<file path="config.mk">
export PLATFORM = sky130hd
export DESIGN_NAME = ppp_cfg
export DESIGN_NICKNAME = d
export VERILOG_FILES = /design/src/rtl/perspective_pixel_projector_macros.svh /design/src/rtl/ppp_pkg.sv /design/src/rtl/ppp_cfg.sv
export SDC_FILE = /design/constraint.sdc
export NUM_CORES = 1
export LEC_CHECK = 0
export BUFFER_PORTS_ARGS = -buffer_cell sky130_fd_sc_hd__buf_2
export CAP_MARGIN = 25
export CORE_UTILIZATION = 42
export DETAILED_ROUTE_END_ITERATION = 12
export PLACE_DENSITY = 0.77
export SYNTH_ARGS = -nofsm -noshare
export SYNTH_HDL_FRONTEND = slang
export SYNTH_SLANG_ARGS = --single-unit
</file>
<file path="constraint.sdc">
create_clock -name clk -period 1.1 [get_ports clk]
set_clock_uncertainty 0.1 [all_clocks]
set_input_delay 0.11 -clock clk [delete_from_list [all_inputs] [get_ports clk]]
set_output_delay 0.11 -clock clk [all_outputs]
set_load 0.01 [all_outputs]
</file>
<file path="src/rtl/perspective_pixel_projector_macros.svh">
// Assertion macros shared by the projector RTL.
// No dependencies; included by the modules that carry assertions.
`ifndef PERSPECTIVE_PIXEL_PROJECTOR_MACROS_SVH
`define PERSPECTIVE_PIXEL_PROJECTOR_MACROS_SVH

// Checked at every rising edge outside reset.
`define PPP_ASSERT(name, clk, rst, prop, msg) \
  name: assert property (@(posedge clk) disable iff (rst) prop) else $error(msg);

// Checked at every rising edge, reset included.
`define PPP_ASSERT_ALWAYS(name, clk, prop, msg) \
  name: assert property (@(posedge clk) prop) else $error(msg);

`endif

</file>
<file path="src/rtl/ppp_pkg.sv">
// Types and constants of the perspective pixel projector.
// No dependencies; used by every other file of the block but the macro header.
package ppp_pkg;

  localparam int COEF_W   = 32;
  localparam int POS_W    = 32;
  localparam int SIZE_W   = 11;
  localparam int NEAR_W   = 31;
  localparam int PIX_W    = 20;
  localparam int DEPTH_W  = 32;
  localparam int IDX_W    = 4;
  localparam int NCOEF    = 16;
  localparam int QDEPTH   = 4;
  localparam int QPTR_W   = 2;
  localparam int QCNT_W   = 3;
  localparam int ADDR_W   = 4;
  localparam int PDATA_W  = 32;

  // Homogeneous coordinate 1.0 in Q16.16.
  localparam logic signed [POS_W-1:0] W_ONE = 32'sh0001_0000;

  typedef enum logic {
    KIND_COEF  = 1'b0,
    KIND_POINT = 1'b1
  } kind_t;

  localparam logic [1:0] REG_WIDTH  = 2'd0;
  localparam logic [1:0] REG_HEIGHT = 2'd1;
  localparam logic [1:0] REG_NEAR   = 2'd2;

  typedef struct packed {
    kind_t                    kind;
    logic [IDX_W-1:0]         coef_index;
    logic signed [COEF_W-1:0] coef_value;
    logic signed [POS_W-1:0]  pos_x;
    logic signed [POS_W-1:0]  pos_y;
    logic signed [POS_W-1:0]  pos_z;
  } q_item_t;

  typedef struct packed {
    logic [SIZE_W-1:0] width_pixels;
    logic [SIZE_W-1:0] height_pixels;
    logic [NEAR_W-1:0] near_limit;
  } cfg_t;

endpackage

</file>
<file path="src/rtl/ppp_cfg.sv">
// APB-style register port: viewport width, height and near limit.
// Depends on ppp_pkg.
module ppp_cfg import ppp_pkg::*; (
  input  logic               clk,
  input  logic               rst,
  input  logic               psel,
  input  logic               penable,
  input  logic               pwrite,
  input  logic [ADDR_W-1:0]  paddr,
  input  logic [PDATA_W-1:0] pwdata,
  output logic [PDATA_W-1:0] prdata,
  output logic               pready,
  output cfg_t               cfg
);

  logic wr;

  assign pready = 1'b1;
  assign wr     = psel && penable && pwrite;

  always_ff @(posedge clk) begin
    if (rst) begin
      cfg.width_pixels  <= SIZE_W'(1);
      cfg.height_pixels <= SIZE_W'(1);
      cfg.near_limit    <= '0;
    end else if (wr) begin
      case (paddr[ADDR_W-1:2])
        REG_WIDTH:  cfg.width_pixels  <= pwdata[SIZE_W-1:0];
        REG_HEIGHT: cfg.height_pixels <= pwdata[SIZE_W-1:0];
        REG_NEAR:   cfg.near_limit    <= pwdata[NEAR_W-1:0];
        default: ;
      endcase
    end
  end

  always_comb begin
    case (paddr[ADDR_W-1:2])
      REG_WIDTH:  prdata = PDATA_W'(cfg.width_pixels);
      REG_HEIGHT: prdata = PDATA_W'(cfg.height_pixels);
      REG_NEAR:   prdata = PDATA_W'(cfg.near_limit);
      default:    prdata = '0;
    endcase
  end

endmodule

</file>
After elaboration in Yosys (flattened, before gate mapping):

Cells that the tools add are included.

* equal/unequal tests: 2
* reductions and logical operators: 6
* multiplexer cells: 1

Operators by type and width (count)
* case mux 31 bit (3 select lines): 1
* AND reduction 2 bit: 3
* == test 2 x 1 -> 1 bit (second input constant): 1
* == test 2 bit (second input constant): 1
* logical AND 1 bit: 2
* zero test 2 bit: 1

* register bits: 53

Logic depth before layout (Yosys ltp):

Gate-level depths: netlist of the first run.

* depth after elaboration: 3
* depth in mapped cells: 5
* gate-level depth less buffers: 3

Least setup slack after synthesis of the first run:

No wires, ideal clock.

* path type: input to output
* from: in paddr[2]
* to: out prdata[0]
* stages: 4
* path slack: -32 ps
* arrival time: 922 ps
* path through: buf_2 > buf_2 > mux2i_1 > o21ai_0

* cells in the longest elaborated chain, start to end: 2
* elaborated cells between the ends (all ways): 4
* classes of those cells: eq/ne: 2; mux: 1; reduce/logical: 1

RTL lines
* start, declared: RTL line ppp_cfg.sv:9 `input logic [ADDR_W-1:0] paddr,`
* == test 2 bit (tied with other cells): RTL line ppp_cfg.sv:37 `case (paddr[ADDR_W-1:2])`
* case mux 31 bit (3 select lines) *: RTL line ppp_cfg.sv:37
* end, declared: RTL line ppp_cfg.sv:11 `output logic [PDATA_W-1:0] prdata,`

Every way passes the cells marked *; elsewhere a longest branch is shown, timed or not.

Worst setup path in the final report of the first run:

* from: reg cfg[51] (netlist bit)
* to: out prdata[9]

* cells in the longest elaborated chain, start to end: 1

RTL lines
* start, declared: RTL line ppp_cfg.sv:13 `output cfg_t cfg`
* case mux 31 bit (3 select lines): RTL line ppp_cfg.sv:37

No other way between the ends.

==> impl_metrics.tcl, run 1 <==
set metrics [dict create \
    worst_hold_path_type "input port to flop" \
    whs_ns 0.00802 \
    critical_path_peak_fanout 2 \
    p_leak_uw 0.00208 \
    final_layout_size_suffix_gt1_frac 0.506 \
    cp_data_required_time_ns 0.89 \
    ir_drop_mv 0.539 \
    power_frac_clock 0.303 \
    layout.cell_area.non_filler_um2 4320 \
    route.detailed.drc 0 \
    routed-wl-met3_um 529 \
    timing.setup.critical_path_class "flop to output pin" \
    grt.overflow.total 0 \
    die-area_um2 6610 \
    largest_registers "cfg (53)" \
    power-per-cell-area_nw_per_um2 844 \
    netlist.top_cell.by_area "dfxtp_1" \
    met2WireLength_um 4040 \
    synth_nets 315 \
    yosysUniqueCellTypes 18 \
    die-height_um 81.3 \
    timing.fmax_ghz 0.800 \
    antennaDiodeCount 0 \
    fin_worst_setup_slack_ns -0.150 \
    initial_core_utilization 0.441 \
    row_count 28 \
    cts_tree "yes" \
    initial_antenna_violation_count 0 \
    failed_checks "negative setup slack" \
    synth_top_area_share 0.402 \
    ys_seq_elements 53 \
    cts.clk_slew.worst_paths_ns 0.10 \
    num_clock_sinks 53 \
    yosys-top-cells-area "dfxtp_1 (40%), mux2i_1 (24%), nand2b_1 (19%)" \
    route.top_layer_used "met4" \
    warnings_synthesis 0 \
    final-seq-area_um2 1110 \
    nNetsFinal 487 \
    routed_wirelength_um 7980 \
    setup_repair_after_global_routing_missed_its_margin "true" \
    power.sequential.fraction 0.539 \
    placedInstanceArea_um2 3400 \
    min_period_ns 1.25 \
    power.net_switching_uw 908 \
    cts-buffers-inserted 5 \
    ioPinCount 127 \
    yosysSeqAreaShare 0.402 \
    worst-endpoint-arrival_ns 1.04 \
    design.core.area_um2 5990 \
    post_synthesis_to_final_layout_area_growth_pct 63.6 \
    ant_nets 0 \
    drv_slew 0 \
    max_ffs_per_register 53 \
    cp-start-kind "flop" \
    via_density_per_instance 4.93 \
    run_status "finished with violations" \
    setup.worst_path.end_class "output pin" \
    timing.critical_path.from "cfg[51]" \
    final-hold-violation-count 0 \
    switching_share 0.249 \
    grt_start_max_net_pins 51 \
    ctsLongestPathBuffers 2 \
    drv_cap 0 \
    routed_wire_length_per_instance_um 15.3 \
    dp.final_hpwl_um 4480 \
    synthCells 274 \
    grt_pass1_vias 2396 \
    firstDrtPassIters 4 \
    hold_path.startpoint "pwdata[6]" \
    total_power_uw 3650 \
    globalRouteTotalUtil 0.228 \
    clk_latency_ns 0.30 \
    n_fill_cell 440 \
    place_congestion 0.740 \
    clock-root-buffer "clkbuf_8" \
    utilization 0.722 \
    internal_power_uw 2740 \
    power.combinational.fraction 0.158 \
    io_buffers 121 \
    avg_cell_area_syn_um2 9.64 \
    wire_length_of_the_first_global_routing_pass_um 11500 \
    netlist_area_um2 2640 \
    final_min_period_over_clock_period 1.14 \
    detail_route.iter0.violations 64 \
    setup_viol 26 \
    dieWidth_um 81.3 \
    routed-via-count 2576 \
    area_used_by_multi_input_combinational_logic_um2 1490 \
    wl_met1_um 3310 \
    registers.top_by_ff_count "cfg" \
    cts_max_level 2 \
    reg2reg_launch_point "cfg[42]" \
]
==> synthesized netlist by cell type <==
cell      number
nor3b_2        1
mux2i_1       64
buf_2          3
o21ai_0       11
or3_4          1
nand3_2        1
nand4_1        1
buf_4          3
clkbuf_1      13
nor3b_4        1
dfxtp_1       53
and2_1        20
buf_6          3
nor2_1         3
nand2_1       11
nor2b_2        1
nand2b_1      82
conb_1         2
==> final cells by class <==
cell class / count / share of cell area
Timing Repair Buffer: 187 / 0.357
Clock inverter: 2 / 0.00347
Clock buffer: 6 / 0.0168
Sequential cell: 53 / 0.256
Tap cell: 75 / 0.0217
Multi-Input combinational cell: 199 / 0.345
==> critical path, stage by stage (launching register included) <==
cell     delay [ns]
dfxtp_2        0.35
mux2i_1        0.07
o21ai_1        0.14
buf_2          0.17
==> timing repair <==
item,in CTS,in global routing
endpoints found under the hold margin,23,0
cloned,2,0
resized for setup,70,36
pin swaps,1,4
setup buffers,26,3
hold buffers,21,0
setup endpoints to repair,31,50
==> metrics by stage <==
stage	instances	worst slack [ns]	TNS, ns
final	522	-0.150	-1.75
after global routing	522	-0.188	-3.47
after CTS	520	-0.119	-1.34
after detailed placement	463	-0.238	-11.48
after global placement	463	-0.242	-9.78
after floorplan	274	0.00278	0
==> routing by layer <==
metal / vias up / global-route usage
met5: - / 0
met1: 1221 / 0.258
li1: 1235 / -
met2: 108 / 0.425
met4: 0 / 0.0571
met3: 12 / 0.0539
==> power by group through the flow <==
stage | Clock (uW) | Combinational (uW) | Sequential [uW]
2_1_floorplan | 0 | 219 | 2010
6_report | 1110 | 576 | 1960
3_3_place_gp | 0 | 399 | 2000
5_1_grt | 1200 | 617 | 1970
4_1_cts | 1110 | 561 | 1960
3_5_place_dp | 0 | 409 | 2010
==> final timing paths <==
| check | slack, ns | cells past startpoint | to |
|---|---|---|---|
| worst max-delay path | -0.15 | 3 | prdata[9] |
| worst min-delay path | 0.008 | 3 | cfg[37] |
| worst max register to register | 0.15 | 4 | cfg[42] |
| worst min register to register | 0.38 | 2 | cfg[26] |
==> kinds of logic (layout without fill, tap and decap cells) <==
logic type / count (synthesis) / count (layout) / share of synthesized area
buffers and inverters: 22 / 195 / 0.0455
flip-flops: 53 / 53 / 0.402
multiplexers: 64 / 64 / 0.242
AND/OR/NAND/NOR: 122 / 122 / 0.287
other: 2 / 2 / 0.00284
AO/OA/AOI/OAI: 11 / 11 / 0.0208
==> cells in the final DEF (no fill, tap or decap), drive strengths merged <==
cell type | synthesis | layout
and2 | 20 | 20
buf | 9 | 165
bufbuf | 0 | 1
clkbuf | 13 | 6
clkinvlp | 0 | 2
conb | 2 | 2
dfxtp | 53 | 53
dlygate4sd3 | 0 | 21
mux2i | 64 | 64
nand2 | 11 | 11
nand2b | 82 | 82
nand3 | 1 | 1
nand4 | 1 | 1
nor2 | 3 | 3
nor2b | 1 | 1
nor3b | 2 | 2
o21ai | 11 | 11
or3 | 1 | 1
No activity file was read; power rests on OpenSTA's default activity.
==> inputs of run 2 (changes only) <==
PLACE_DENSITY = 0.82   (was 0.77)
==> run 2 against run 1 <==
The run still ends with negative setup slack left. Design area up 1.5%. Wire length increased by 7.1%. Clock power rose by 40%. Combinational power decreased by 2%. First-iteration DRC count grew 53%. Maximum frequency is 1.9% lower.
==> impl_metrics.tcl, run 2 (synthesis gave the netlist of run 1 again) <==
set metrics [dict create \
    ctsLongestPathBuffers 2 \
    final-hold-violation-count 0 \
    dp.cells 464 \
    drv_cap 0 \
    utilization 0.732 \
    layout.cell_area.non_filler_um2 4390 \
    area_used_by_multi_input_combinational_logic_um2 1510 \
    final_min_period_over_clock_period 1.16 \
    registers.top_by_ff_count "cfg" \
    routed_wire_length_per_instance_um 16.3 \
    timing.fmax_ghz 0.785 \
    largest_registers "cfg (53)" \
    worst_hold_path_type "input port to flop" \
    ant_nets 0 \
    p_leak_uw 0.00212 \
    antennaDiodeCount 0 \
    die-height_um 81.3 \
    die-area_um2 6610 \
    grt_pass1_vias 2454 \
    worst-endpoint-arrival_ns 1.06 \
    via_density_per_instance 4.94 \
    power-per-cell-area_nw_per_um2 931 \
    route.detailed.drc 0 \
    ioPinCount 127 \
    cts-buffers-inserted 5 \
    initial_antenna_violation_count 0 \
    detail_route.iter0.violations 98 \
    post_synthesis_to_final_layout_area_growth_pct 66.0 \
    routed-via-count 2591 \
    wire_length_of_the_first_global_routing_pass_um 11400 \
    clk_latency_ns 0.30 \
    fin_worst_setup_slack_ns -0.175 \
    clock-root-buffer "clkbuf_8" \
    setup_viol 33 \
    cp-start-kind "flop" \
    firstDrtPassIters 4 \
    dp.final_hpwl_um 4670 \
    run_status "finished with violations" \
    min_period_ns 1.27 \
    design.core.area_um2 5990 \
    critical_path_peak_fanout 2 \
    nNetsFinal 489 \
    cp_data_required_time_ns 0.89 \
    cts.clk_slew.worst_paths_ns 0.10 \
    layout_commonest_cell "buf_2" \
    row_count 28 \
    max_ffs_per_register 53 \
    grt_start_max_net_pins 32 \
    timing.setup.critical_path_class "flop to output pin" \
    n_fill_cell 384 \
    drv_slew 0 \
    r2r_slack_ns 0.17 \
    initial_core_utilization 0.441 \
    placedInstanceArea_um2 3390 \
    fin_cells 524 \
    cts_tree "yes" \
    setup.worst_path.end_class "output pin" \
    cts_max_level 2 \
    grt.overflow.total 0 \
    ir_drop_mv 0.770 \
    num_clock_sinks 53 \
    final-seq-area_um2 1110 \
    globalRouteTotalUtil 0.229 \
    io_buffers 121 \
    setup_repair_after_global_routing_missed_its_margin "true" \
    place_congestion 0.729 \
    dieWidth_um 81.3 \
    routed_wirelength_um 8550 \
    failed_checks "negative setup slack" \
    most-common-layout-cells "buf_2 (87), nand2b_1 (82), mux2i_1 (64)" \
    final_layout_size_suffix_gt1_frac 0.535 \
]
[run 2: report_power, final]
group | switching [uW] | internal, uW | leakage [uW]
Clock | 649 | 904 | 0.0000681
Combinational | 243 | 321 | 0.00161
Sequential | 21.1 | 1950 | 0.000447
Total | 913 | 3170 | 0.00212
[run 2: area by class of cell]
type | instances | share of cell area
clock inverters | 3 | 0.0148
multi-input cells | 199 | 0.344
repair buffers | 189 | 0.350
flip-flops and latches | 53 | 0.254
well taps | 75 | 0.0214
clock buffers | 5 | 0.0157
[run 2: routing by layer]
layer  global-route usage  up-vias  part of all wire
met5                    0        -                 0
met4               0.0768        0             0.021
met3               0.0449       18             0.062
met2                0.444      119              0.51
met1                0.240     1219              0.40
li1                     -     1235                 -
[run 2: critical path, stage by stage, from the launching register on]
cell and delay [ns]:
dfxtp_2 0.34, mux2i_1 0.20, o21ai_1 0.08, buf_2 0.14
[run 2: path summary, 6_finish.rpt]
kind | from | to | cells past startpoint
setup / recovery | cfg[40] | prdata[9] | 3
setup reg to reg | cfg[13] | cfg[13] | 4
hold / removal | pwdata[5] | cfg[47] | 3
hold reg to reg | cfg[35] | cfg[35] | 2
[run 2: timing repair]
action | in CTS | in global routing
pin swaps | 0 | 1
hold buffers | 21 | 0
gates resized for setup | 68 | 54
setup endpoints to repair | 31 | 43
endpoints found under the hold margin | 21 | 0
buffers inserted | 18 | 10
gates cloned | 2 | 1
[run 2: through the flow]
| stage | TNS (ns) | setup WS (ns) | hold WS, ns | power [uW] |
|---|---|---|---|---|
| after detailed placement | -6.86 | -0.121 | 0.282 | 2410 |
| after global placement | -4.11 | -0.0844 | 0.273 | 2400 |
| after CTS | -1.32 | -0.127 | 0.000348 | 4030 |
| final | -1.65 | -0.175 | 0.00362 | 4080 |
| after global routing | -3.04 | -0.217 | 0.0175 | 4210 |
| after floorplan | 0 | 0.00278 | 0.165 | 2230 |
