--- src/rtl/perspective_pixel_projector_macros.svh ---
// Assertion macros shared by the projector RTL.
// No dependencies; included by the modules that carry assertions.
`ifndef PERSPECTIVE_PIXEL_PROJECTOR_MACROS_SVH
`define PERSPECTIVE_PIXEL_PROJECTOR_MACROS_SVH

// Checked at every rising edge outside reset.
`define PPP_ASSERT(name, clk, rst, prop, msg) \
  name: assert property (@(posedge clk) disable iff (rst) prop) else $error(msg);

// Checked at every rising edge, reset included.
`define PPP_ASSERT_ALWAYS(name, clk, prop, msg) \
  name: assert property (@(posedge clk) prop) else $error(msg);

`endif

--- src/rtl/ppp_pkg.sv ---
// Types and constants of the perspective pixel projector.
// No dependencies; used by every other file of the block but the macro header.
package ppp_pkg;

  localparam int COEF_W   = 32;
  localparam int POS_W    = 32;
  localparam int SIZE_W   = 11;
  localparam int NEAR_W   = 31;
  localparam int PIX_W    = 20;
  localparam int DEPTH_W  = 32;
  localparam int IDX_W    = 4;
  localparam int NCOEF    = 16;
  localparam int QDEPTH   = 4;
  localparam int QPTR_W   = 2;
  localparam int QCNT_W   = 3;
  localparam int ADDR_W   = 4;
  localparam int PDATA_W  = 32;

  // Homogeneous coordinate 1.0 in Q16.16.
  localparam logic signed [POS_W-1:0] W_ONE = 32'sh0001_0000;

  typedef enum logic {
    KIND_COEF  = 1'b0,
    KIND_POINT = 1'b1
  } kind_t;

  localparam logic [1:0] REG_WIDTH  = 2'd0;
  localparam logic [1:0] REG_HEIGHT = 2'd1;
  localparam logic [1:0] REG_NEAR   = 2'd2;

  typedef struct packed {
    kind_t                    kind;
    logic [IDX_W-1:0]         coef_index;
    logic signed [COEF_W-1:0] coef_value;
    logic signed [POS_W-1:0]  pos_x;
    logic signed [POS_W-1:0]  pos_y;
    logic signed [POS_W-1:0]  pos_z;
  } q_item_t;

  typedef struct packed {
    logic [SIZE_W-1:0] width_pixels;
    logic [SIZE_W-1:0] height_pixels;
    logic [NEAR_W-1:0] near_limit;
  } cfg_t;

endpackage

--- src/rtl/ppp_if.sv ---
// Valid/ready channel interfaces for input items and result items.
// Depends on ppp_pkg.
interface ppp_item_if import ppp_pkg::*; ();
  logic                     valid;
  logic                     ready;
  kind_t                    kind;
  logic [IDX_W-1:0]         coef_index;
  logic signed [COEF_W-1:0] coef_value;
  logic signed [POS_W-1:0]  pos_x;
  logic signed [POS_W-1:0]  pos_y;
  logic signed [POS_W-1:0]  pos_z;

  modport source (output valid, kind, coef_index, coef_value, pos_x, pos_y, pos_z,
                  input ready);
  modport sink (input valid, kind, coef_index, coef_value, pos_x, pos_y, pos_z,
                output ready);
endinterface


--- src/rtl/ppp_front.sv ---
// Front end: accepts items and queues them, coefficient writes and points alike,
// so the back end sees them in order. Depends on ppp_pkg, ppp_if and the macro header.
`include "perspective_pixel_projector_macros.svh"
module ppp_front import ppp_pkg::*; (
  input  logic         clk,
  input  logic         rst,
  ppp_item_if.sink     item,
  output q_item_t      q,
  output logic         q_valid,
  input  logic         q_pop
);

  q_item_t           fifo [QDEPTH];
  logic [QPTR_W-1:0] wr_ptr;
  logic [QPTR_W-1:0] rd_ptr;
  logic [QCNT_W-1:0] cnt;
  logic [QCNT_W-1:0] cnt_inc;
  logic              push;

  assign item.ready = (cnt != QCNT_W'(QDEPTH));
  assign push       = item.valid && item.ready;
  assign q_valid    = (cnt != '0);
  assign q          = fifo[rd_ptr];
  assign cnt_inc    = cnt + QCNT_W'(1);

  always_ff @(posedge clk) begin
    if (push) begin
      fifo[wr_ptr] <= '{kind: item.kind, coef_index: item.coef_index,
                        coef_value: item.coef_value, pos_x: item.pos_x,
                        pos_y: item.pos_y, pos_z: item.pos_z};
    end
  end

  always_ff @(posedge clk) begin
    if (rst) begin
      wr_ptr <= '0;
      rd_ptr <= '0;
      cnt    <= '0;
    end else begin
      if (push) wr_ptr <= wr_ptr + QPTR_W'(1);
      if (q_pop) rd_ptr <= rd_ptr + QPTR_W'(1);
      case ({push, q_pop})
        2'b10:   cnt <= cnt_inc;
        2'b01:   cnt <= cnt - QCNT_W'(1);
        default: cnt <= cnt;
      endcase
    end
  end

  `PPP_ASSERT(a_cnt_bound, clk, rst, cnt <= QCNT_W'(QDEPTH), "queue count over depth")
  `PPP_ASSERT(a_push_count, clk, rst, (push && !q_pop) |=> cnt == $past(cnt_inc), "push lost")
  `PPP_ASSERT(a_pop_nonempty, clk, rst, q_pop |-> q_valid, "pop from empty queue")

endmodule

--- src/flat_wrapper.sv ---
// flat-port wrapper written by rule: the top's interface ports become plain ports
module ppp_front_flat import ppp_pkg::*;
  (clk, rst, q, q_valid, q_pop, item_valid, item_kind, item_coef_index, item_coef_value, item_pos_x, item_pos_y, item_pos_z, item_ready);
  ppp_item_if item_i ();
  input  logic clk;
  input  logic rst;
  output q_item_t q;
  output logic q_valid;
  input  logic q_pop;
  input wire logic [$bits(item_i.valid)-1:0] item_valid;
  input wire logic [$bits(item_i.kind)-1:0] item_kind;
  input wire logic [$bits(item_i.coef_index)-1:0] item_coef_index;
  input wire logic [$bits(item_i.coef_value)-1:0] item_coef_value;
  input wire logic [$bits(item_i.pos_x)-1:0] item_pos_x;
  input wire logic [$bits(item_i.pos_y)-1:0] item_pos_y;
  input wire logic [$bits(item_i.pos_z)-1:0] item_pos_z;
  output wire logic [$bits(item_i.ready)-1:0] item_ready;
  assign item_i.valid = item_valid;
  assign item_i.kind = item_kind;
  assign item_i.coef_index = item_coef_index;
  assign item_i.coef_value = item_coef_value;
  assign item_i.pos_x = item_pos_x;
  assign item_i.pos_y = item_pos_y;
  assign item_i.pos_z = item_pos_z;
  assign item_ready = item_i.ready;
  ppp_front u_core (.clk(clk), .rst(rst), .item(item_i), .q(q), .q_valid(q_valid), .q_pop(q_pop));
endmodule
--- config.mk ---
export PLATFORM = sky130hd
export DESIGN_NAME = ppp_front_flat
export DESIGN_NICKNAME = d
export VERILOG_FILES = /design/src/rtl/ppp_pkg.sv /design/src/rtl/ppp_if.sv /design/src/rtl/ppp_front.sv /design/src/flat_wrapper.sv
export VERILOG_INCLUDE_DIRS = /design/src /design/src/rtl
export SDC_FILE = /design/constraint.sdc
export NUM_CORES = 1
export LEC_CHECK = 0
export BUFFER_PORTS_ARGS = -buffer_cell sky130_fd_sc_hd__buf_2
export CAP_MARGIN = 20
export CORE_ASPECT_RATIO = 0.7
export CORE_UTILIZATION = 30
export CTS_CLUSTER_SIZE = 25
export DETAILED_ROUTE_END_ITERATION = 8
export PLACE_DENSITY_LB_ADDON = 0.3
export SYNTH_ARGS = -nofsm -noshare
export SYNTH_HDL_FRONTEND = slang
export SYNTH_SLANG_ARGS = --single-unit
--- constraint.sdc ---
create_clock -name clk -period 6.6 [get_ports clk]
set_clock_uncertainty 0.15 [all_clocks]
set_input_delay 0 -clock clk [delete_from_list [all_inputs] [get_ports clk]]
set_output_delay 0 -clock clk [all_outputs]
set_load 0.02 [all_outputs]
## Word level (Yosys, flattened, before mapping)

Memories as Yosys holds them, arrays and structs flattened. A register that Yosys moved wholly into a read port is not among the register bits.
Cells that the tools add are included.
W data, S select, Z words.

| word-level totals | value |
|---|---|
| RAM bits | 532 |
| memories | 1 |
| word-level logic and storage cells | 19 |
| register bits after elaboration | 7 |

| cells by class | value |
|---|---|
| reduce and logical (&&, ||, !) cells | 3 |
| eq/ne operators | 3 |
| muxes and demuxes | 5 |
| add/subtract/negate cells | 4 |

Memories:

| memory | words | width | rd ports | clocked after Yosys merged registers in | write ports | RTL line | text |
|---|---|---|---|---|---|---|---|
| u_core.fifo | 4 | 133 | 1 | 1 | 1 | ppp_front.sv:13 | `q_item_t fifo [QDEPTH];` |

Operator list:

| cell | number |
|---|---|
| $pmux W3 S2 | 1 |
| $add A2 B1 Y2 const B | 2 |
| $mux W2 | 2 |
| $add A3 B1 Y3 const B | 1 |
| $ne A3 B3 Y1 const B | 1 |
| $reduce_bool A3 Y1 | 1 |
| $sub A3 B1 Y3 const B | 1 |
| $eq A2 B1 Y1 const B | 1 |
| $eq A2 B2 Y1 const B | 1 |
| $mux W1 | 2 |
| $reduce_bool A2 Y1 | 1 |
| $logic_and A1 B1 Y1 | 1 |

## Depth between registers and ports, before layout

Gate-level depths: netlist of run 1.

| depth | value |
|---|---|
| word-level depth | 4 |
| gate-level depth with buffers | 9 |
| gate-level depth less buffers | 9 |

## Worst setup path after synthesis of run 1

Ideal clock, no wire load.

| path | value |
|---|---|
| path kind | flip-flop to flip-flop |
| start point | register u_core.cnt[0] |
| end point | memory u_core.fifo[0][0] (netlist name) (enable) |
| data arrival time | 3876 ps |
| buffers on the path | 0 |
| slack | 2066 ps |
| stages on the path, launching flop included | 4 |
| cells stage by stage | dfxtp_1 -> nor2_1 -> a21boi_1 -> and2_1 |

| on the way | value |
|---|---|
| longest elaborated chain between the ends | 4 |

RTL lines:

| what | RTL line | text |
|---|---|---|
| start: declaration | ppp_front.sv:16 | `logic [QCNT_W-1:0] cnt;` |
| start signal: assignment | ppp_front.sv:43 | `2'b10: cnt <= cnt_inc;` |
| start signal: assignment | ppp_front.sv:44 | `2'b01: cnt <= cnt - QCNT_W'(1);` |
| start signal: assignment | ppp_front.sv:45 | `default: cnt <= cnt;` |
| $ne A3 B3 Y1 | ppp_front.sv:20 | `assign item.ready = (cnt != QCNT_W'(QDEPTH));` |
| $logic_and A1 B1 Y1 | ppp_front.sv:21 | `assign push = item.valid && item.ready;` |
| $mux W1 | ppp_front.sv:27 | `if (push) begin` |
| $mux W1 (implied by the code) | ppp_front.sv:28 | `fifo[wr_ptr] <= '{kind: item.kind, coef_index: item.coef_index,` |
| end: declaration | ppp_front.sv:13 |  |

No other way between the ends.

==> results.sh, run 1 <==
export IMPL_synth_top_family_by_area="multiplexers"
export IMPL_synth_most_common_cell="edfxtp_1"
export IMPL_yosysTopAreaCell="edfxtp_1"
export IMPL_synth_edf_count=532
export IMPL_routedWlPerCell_microns=19.3
export IMPL_cts_max_level=2
export IMPL_total_power_w=0.00802
export IMPL_place_hpwl_microns=23800
export IMPL_dieHeight_microns=216
export IMPL_ir_drop_mv=0.253
export IMPL_cts_tree="built"
export IMPL_cp_data_arrival_time_ns=3.04
export IMPL_grt_start_max_net_pins=90
export IMPL_core_sq_um=64700
export IMPL_rr_worst_depth=4
export IMPL_synth_mux_area_share_pct=15.4
export IMPL_rsz0062_at_grt="no"
export IMPL_fin_crit_sh_pct=48.4
export IMPL_ys_seq_area_share_pct=82.3
export IMPL_syn2layout_area_growth_pct=31.9
export IMPL_clk_latency_ns=0.59
export IMPL_wirelength_microns=42300
export IMPL_drv_cap=0
export IMPL_async_reset_ff_share_pct=0
export IMPL_cellLeakagePower_nw=8.68
export IMPL_antenna_found_initial=5
export IMPL_track_usage_pct=12.8
export IMPL_hold_path_class="input port to register"
export IMPL_yosys_area_share_simple_pct=0.465
export IMPL_drv_slew=0
export IMPL_required_ns=6.45
export IMPL_synth_area_per_cell_sq_um=26.3
export IMPL_timing_worst_slew_pin_value_ns=0.920
export IMPL_cts_sinks=541
export IMPL_postCtsSetupBuffers=0
export IMPL_max_freq_mhz=313
export IMPL_max_slew_margin_pct=38.7
export IMPL_holdPathStages=2
export IMPL_synthFlopType="edfxtp_1"
export IMPL_synthTopCellsByArea="edfxtp_1 81%, mux4_2 15%, dfxtp_1 0.92%, buf_6 0.52%, buf_2 0.38%"
export IMPL_critPathLaunchType="register"
export IMPL_netlist_area_leader_share_pct=81.4
export IMPL_synthAdderAreaFrac_pct=0.421
export IMPL_yosysUniqueCellTypes=21
export IMPL_hold_viol_final=0
export IMPL_die_area_sq_um=66500
export IMPL_synthCells=746
export IMPL_syn_nets=889
export IMPL_gp_congestion=0.701
export IMPL_viasPerCell=4.40
export IMPL_setup_violations=0
export IMPL_row_count=78
export IMPL_crit_path_end_kind="primary output"
export IMPL_syn_area_sq_um=19600
export IMPL_remaining_drc_errors=0
export IMPL_io_buffers=271
export IMPL_fin_crit_ns=3.19
export IMPL_nets=1423
export IMPL_grt_pass1_wl_microns=63900
export IMPL_cts_buffer_depth=3
export IMPL_synthXorXnorAreaFrac_pct=0.178
export IMPL_critPathMaxFanout=36
export IMPL_ant_nets=0
export IMPL_ys_ff_latch=541
export IMPL_die_w_microns=308
export IMPL_layout_drive_gt1_share_pct=37.3
export IMPL_drtIter0Drc=682
export IMPL_synth_common_cells="532 x edfxtp_1, 133 x mux4_2, 15 x buf_2"
export IMPL_clk_pin_slew_ns=0.06
export IMPL_root_buffer="clkbuf_16"
export IMPL_route_vias_total=9666
export IMPL_start_util_pct=30.3
export IMPL_power_density_nw_per_um2=310
export IMPL_crit_type="register to primary output"
export IMPL_grt_pass1_vias=10484
export IMPL_synth_compound_area_share_pct=0.115
export IMPL_status="finished clean"
export IMPL_setup_tns_ns=0
export IMPL_grt_remaining_overflow=0
export IMPL_cts_buffers=53
export IMPL_yosys_warnings=0
export IMPL_io_pins=272
export IMPL_firstDrtPassIters=5
[path summary, 6_finish.rpt]
path | startpoint | end | slack [ns]
setup / recovery | register | q[72] | 3.41
hold / removal | item_pos_x[11] | u_core.fifo[0][75]$_DFFE_PP_ | 0.02
setup reg to reg | u_core.cnt[0]$_SDFFE_PP0P_ | u_core.fifo[2][80]$_DFFE_PP_ | 3.45
hold reg to reg | u_core.rd_ptr[1]$_SDFFE_PP0P_ | u_core.rd_ptr[1]$_SDFFE_PP0P_ | 0.37
[power breakdown]
| part | leakage (nW) | internal [W] | switching (W) |
|---|---|---|---|
| Sequential | 4.95 | 0.00404 | 0.0000685 |
| Combinational | 2.95 | 0.000460 | 0.000631 |
| Clock | 0.777 | 0.00159 | 0.00123 |
[kinds of logic after synthesis]
kind of cell	count (synthesis)
flip-flops	541
multiplexers	135
buffers and inverters	37
AND/OR/NAND/NOR	19
adder cells (fa/ha/maj)	6
AO/OA/AOI/OAI	4
XOR/XNOR	4
[through the flow]
step | utilization, % | hold slack (ns) | area, sq um | setup WS (ns) | instances
global route | 40.0 | 0.0112 | 25900 | 3.11 | 2197
finish | 40.0 | 0.0224 | 25900 | 3.41 | 2198
floorplan | - | -0.0511 | 19600 | 2.07 | 746
CTS | 40.0 | 0.000407 | 25900 | 3.22 | 2195
detailed placement | 34.0 | 0.0682 | 22000 | 3.40 | 1877
global placement | 34.0 | 0.0634 | 22000 | 3.38 | 1877
[routing by layer]
layer  vias to the layer above  routed length (microns)  global-route usage, %
met5                         -                       24                      0
met4                         4                      770                   3.53
met3                        55                     3200                   4.03
met2                       261                    19100                   19.5
met1                      5064                    19300                   17.8
li1                       4282                        -                      -
[cell type report]
type                    instances  area [sq um]
fillers                      5798         38800
well taps                     880          1100
repair buffers                510          3750
multi-input cells             168          3260
diodes                          3          7.51
inverters                       6          22.5
clock buffers                  67          1420
flip-flops and latches        541         16200
clock inverters                23           170
[layout by cell type (no fill, tap or decap), types with 7 or more instances in the layout]
cell           count
clkbuf_1          12
nor2_1             9
mux4_2           133
dlygate4sd3_1    228
clkbuf_16         55
buf_4              9
edfxtp_1         532
clkinv_1          10
buf_2            271
dfxtp_1            7
[state kept, by name, summed over array words and instances, names as in the netlist, named ones only]
signal / flops
u_core.fifo: 532
u_core.cnt: 3
u_core.wr_ptr: 2
u_core.rd_ptr: 2
[critical path: stages, from the launching register on]
cell	delay, ns
dfxtp_4	0.81
buf_4	0.75
mux4_2	0.66
buf_2	0.19
[repair_timing]
item	CTS	global route
endpoints found under the hold margin	541	0
hold buffers	228	0
resized for setup	0	0
Power figures use the tool's default switching activity.
==> run 2, diff against run 1 <==
==> constraint.sdc (replaced) <==
create_clock -name clk -period 3.4 [get_ports clk]
set_clock_uncertainty 0.15 [all_clocks]
set_input_delay 0 -clock clk [delete_from_list [all_inputs] [get_ports clk]]
set_output_delay 0 -clock clk [all_outputs]
set_load 0.02 [all_outputs]
==> run 2 against run 1 <==
  * Critical endpoint is now u_core.cnt[2]$_SDFFE_PP0P_
  * Via count hardly changed
  * Largest power group unchanged
  * Critical path type is now register to register
  * Clock power increased by 100%
  * Die area unchanged
  * Sequential share of layout area decreased by 0.51 points
  * Utilization up 0.33 points
==> results.sh, run 2 (same netlist as run 1, synthesis figures left out) <==
export IMPL_cts_max_level=2
export IMPL_grt_busiest_layer="met2"
export IMPL_clk_pin_slew_ns=0.06
export IMPL_setup_violations=0
export IMPL_min_to="u_core.fifo[2][42]$_DFFE_PP_"
export IMPL_grt_start_max_net_pins=77
export IMPL_max_freq_mhz=352
export IMPL_crit_buf_inv=3
export IMPL_route_vias_total=9670
export IMPL_crit_path_end_kind="register"
export IMPL_final_common_cell="edfxtp_1"
export IMPL_hold_path_class="input port to register"
export IMPL_critPathLaunchType="register"
export IMPL_fin_crit_sh_pct=83.6
export IMPL_cpMaxStageDelayCell="dlygate4sd3_1"
export IMPL_cp_data_arrival_time_ns=3.21
export IMPL_antenna_found_initial=8
export IMPL_grt_remaining_overflow=0
export IMPL_hold_viol_final=0
export IMPL_syn2layout_area_growth_pct=33.0
export IMPL_cts_buffers=53
export IMPL_cts_tree="built"
export IMPL_viasPerCell=4.38
export IMPL_timing_worst_slew_pin_value_ns=0.661
export IMPL_drv_slew=0
export IMPL_path_delay_family="buffers and inverters"
export IMPL_drtIter0Drc=510
export IMPL_grt_pass1_wl_microns=63100
export IMPL_core_sq_um=64700
export IMPL_use_met1_pct=17.4
export IMPL_top_register="u_core.fifo"
export IMPL_root_buffer="clkbuf_16"
export IMPL_grt_pass1_vias=10294
export IMPL_clk_latency_ns=0.57
export IMPL_ir_drop_mv=0.344
export IMPL_r2r_slack_ns=0.56
export IMPL_pre_cts_ws_ns=0.737
export IMPL_layout_drive_gt1_share_pct=38.2
export IMPL_crit_type="register to register"
export IMPL_grt_use_met3_pct=4.05
export IMPL_routedWlPerCell_microns=19.1
export IMPL_firstDrtPassIters=5
export IMPL_max_stage_delay_ns=0.55
export IMPL_row_count=78
export IMPL_place_area_sq_um=22300
export IMPL_use_met2_pct=19.3
export IMPL_r2r_end="u_core.cnt[2]$_SDFFE_PP0P_"
export IMPL_fin_crit_ns=2.84
export IMPL_dieHeight_microns=216
export IMPL_wirelength_microns=42200
export IMPL_largest_register_ffs=532
export IMPL_power_density_nw_per_um2=604
export IMPL_die_w_microns=308
export IMPL_r2r_start="u_core.cnt[0]$_SDFFE_PP0P_"
export IMPL_io_buffers=271
export IMPL_io_pins=272
export IMPL_place_hpwl_microns=25100
export IMPL_status="finished clean"
export IMPL_worstHoldStart="item_pos_y[10]"
export IMPL_cts_buffer_depth=3
export IMPL_fin_area_sq_um=26100
export IMPL_drv_cap=0
export IMPL_gp_congestion=0.736
export IMPL_cellLeakagePower_nw=8.78
export IMPL_die_area_sq_um=66500
export IMPL_setup_slack_ns=0.556
export IMPL_reg_top3="u_core.fifo x532, u_core.cnt x3"
export IMPL_setup_tns_ns=0
export IMPL_path_common_cell="inv_1"
export IMPL_holdWs_ns=0.0386
export IMPL_rsz0062_at_grt="no"
export IMPL_start_util_pct=30.3
export IMPL_rr_worst_depth=10
export IMPL_holdPathStages=2
export IMPL_critPathMaxFanout=7
export IMPL_required_ns=3.77
export IMPL_nets=1426
export IMPL_total_power_w=0.0158
export IMPL_max_slew_margin_pct=55.9
export IMPL_cts_sinks=541
export IMPL_mostFrequentLayoutCells="532 x edfxtp_1, 271 x buf_2, 215 x dlygate4sd3_1"
export IMPL_track_usage_pct=12.7
export IMPL_ant_nets=0
export IMPL_cp_cell_sequence="nor2_1, a21boi_1, inv_1, ha_1, inv_1, fa_1, xor2_1, or3_1, a21oi_1, dlygate4sd3_1"
export IMPL_remaining_drc_errors=0
run 2: worst max path at each step:
stage | depth (start not counted) | slack (ns) | to | startpoint
6_report | 10 | 0.56 | u_core.cnt[2]$_SDFFE_PP0P_ | u_core.cnt[0]$_SDFFE_PP0P_
5_1_grt | 10 | 0.27 | u_core.cnt[2]$_SDFFE_PP0P_ | u_core.cnt[0]$_SDFFE_PP0P_
4_1_cts | 10 | 0.55 | u_core.cnt[2]$_SDFFE_PP0P_ | u_core.cnt[0]$_SDFFE_PP0P_
3_5_place_dp | 4 | 0.74 | u_core.fifo[3][18]$_DFFE_PP_ | u_core.cnt[0]$_SDFFE_PP0P_
3_3_place_gp | 4 | 0.83 | u_core.fifo[2][28]$_DFFE_PP_ | u_core.cnt[0]$_SDFFE_PP0P_
2_1_floorplan | 3 | 0.33 | u_core.fifo[0][0]$_DFFE_PP_ | u_core.cnt[0]$_SDFFE_PP0P_
run 2: timing repair:
item	CTS	global route
hold endpoints to repair	541	0
hold buffers	215	0
gates resized for setup	0	0
buffers inserted	0	0
run 2: final cells by class:
class	count	area, sq um
fill	5764	38600
antenna	7	17.5
multi-input combinational	168	3260
clock inverter	23	214
clock buffer	72	1440
inverter	6	22.5
tap	880	1100
sequential	541	16200
timing repair buffer	513	3890
run 2: stage by stage:
step	utilization (%)	std cells
detailed placement	34.4	1893
finish	40.3	2210
CTS	40.3	2203
floorplan	-	746
global placement	34.4	1893
global route	40.3	2208
run 2: metal layers:
| layer | up-vias | routed length, microns |
|---|---|---|
| li1 | 4310 | - |
| met1 | 5041 | 19000 |
| met2 | 260 | 19400 |
| met3 | 57 | 3070 |
| met4 | 2 | 693 |
| met5 | - | 13 |
run 2: power breakdown:
| group | switching [W] | leakage (nW) | internal [W] | total [W] |
|---|---|---|---|---|
| sequential | 0.000114 | 4.95 | 0.00783 | 0.00794 |
| combinational | 0.00126 | 3.02 | 0.000938 | 0.00220 |
| clock | 0.00237 | 0.807 | 0.00326 | 0.00563 |
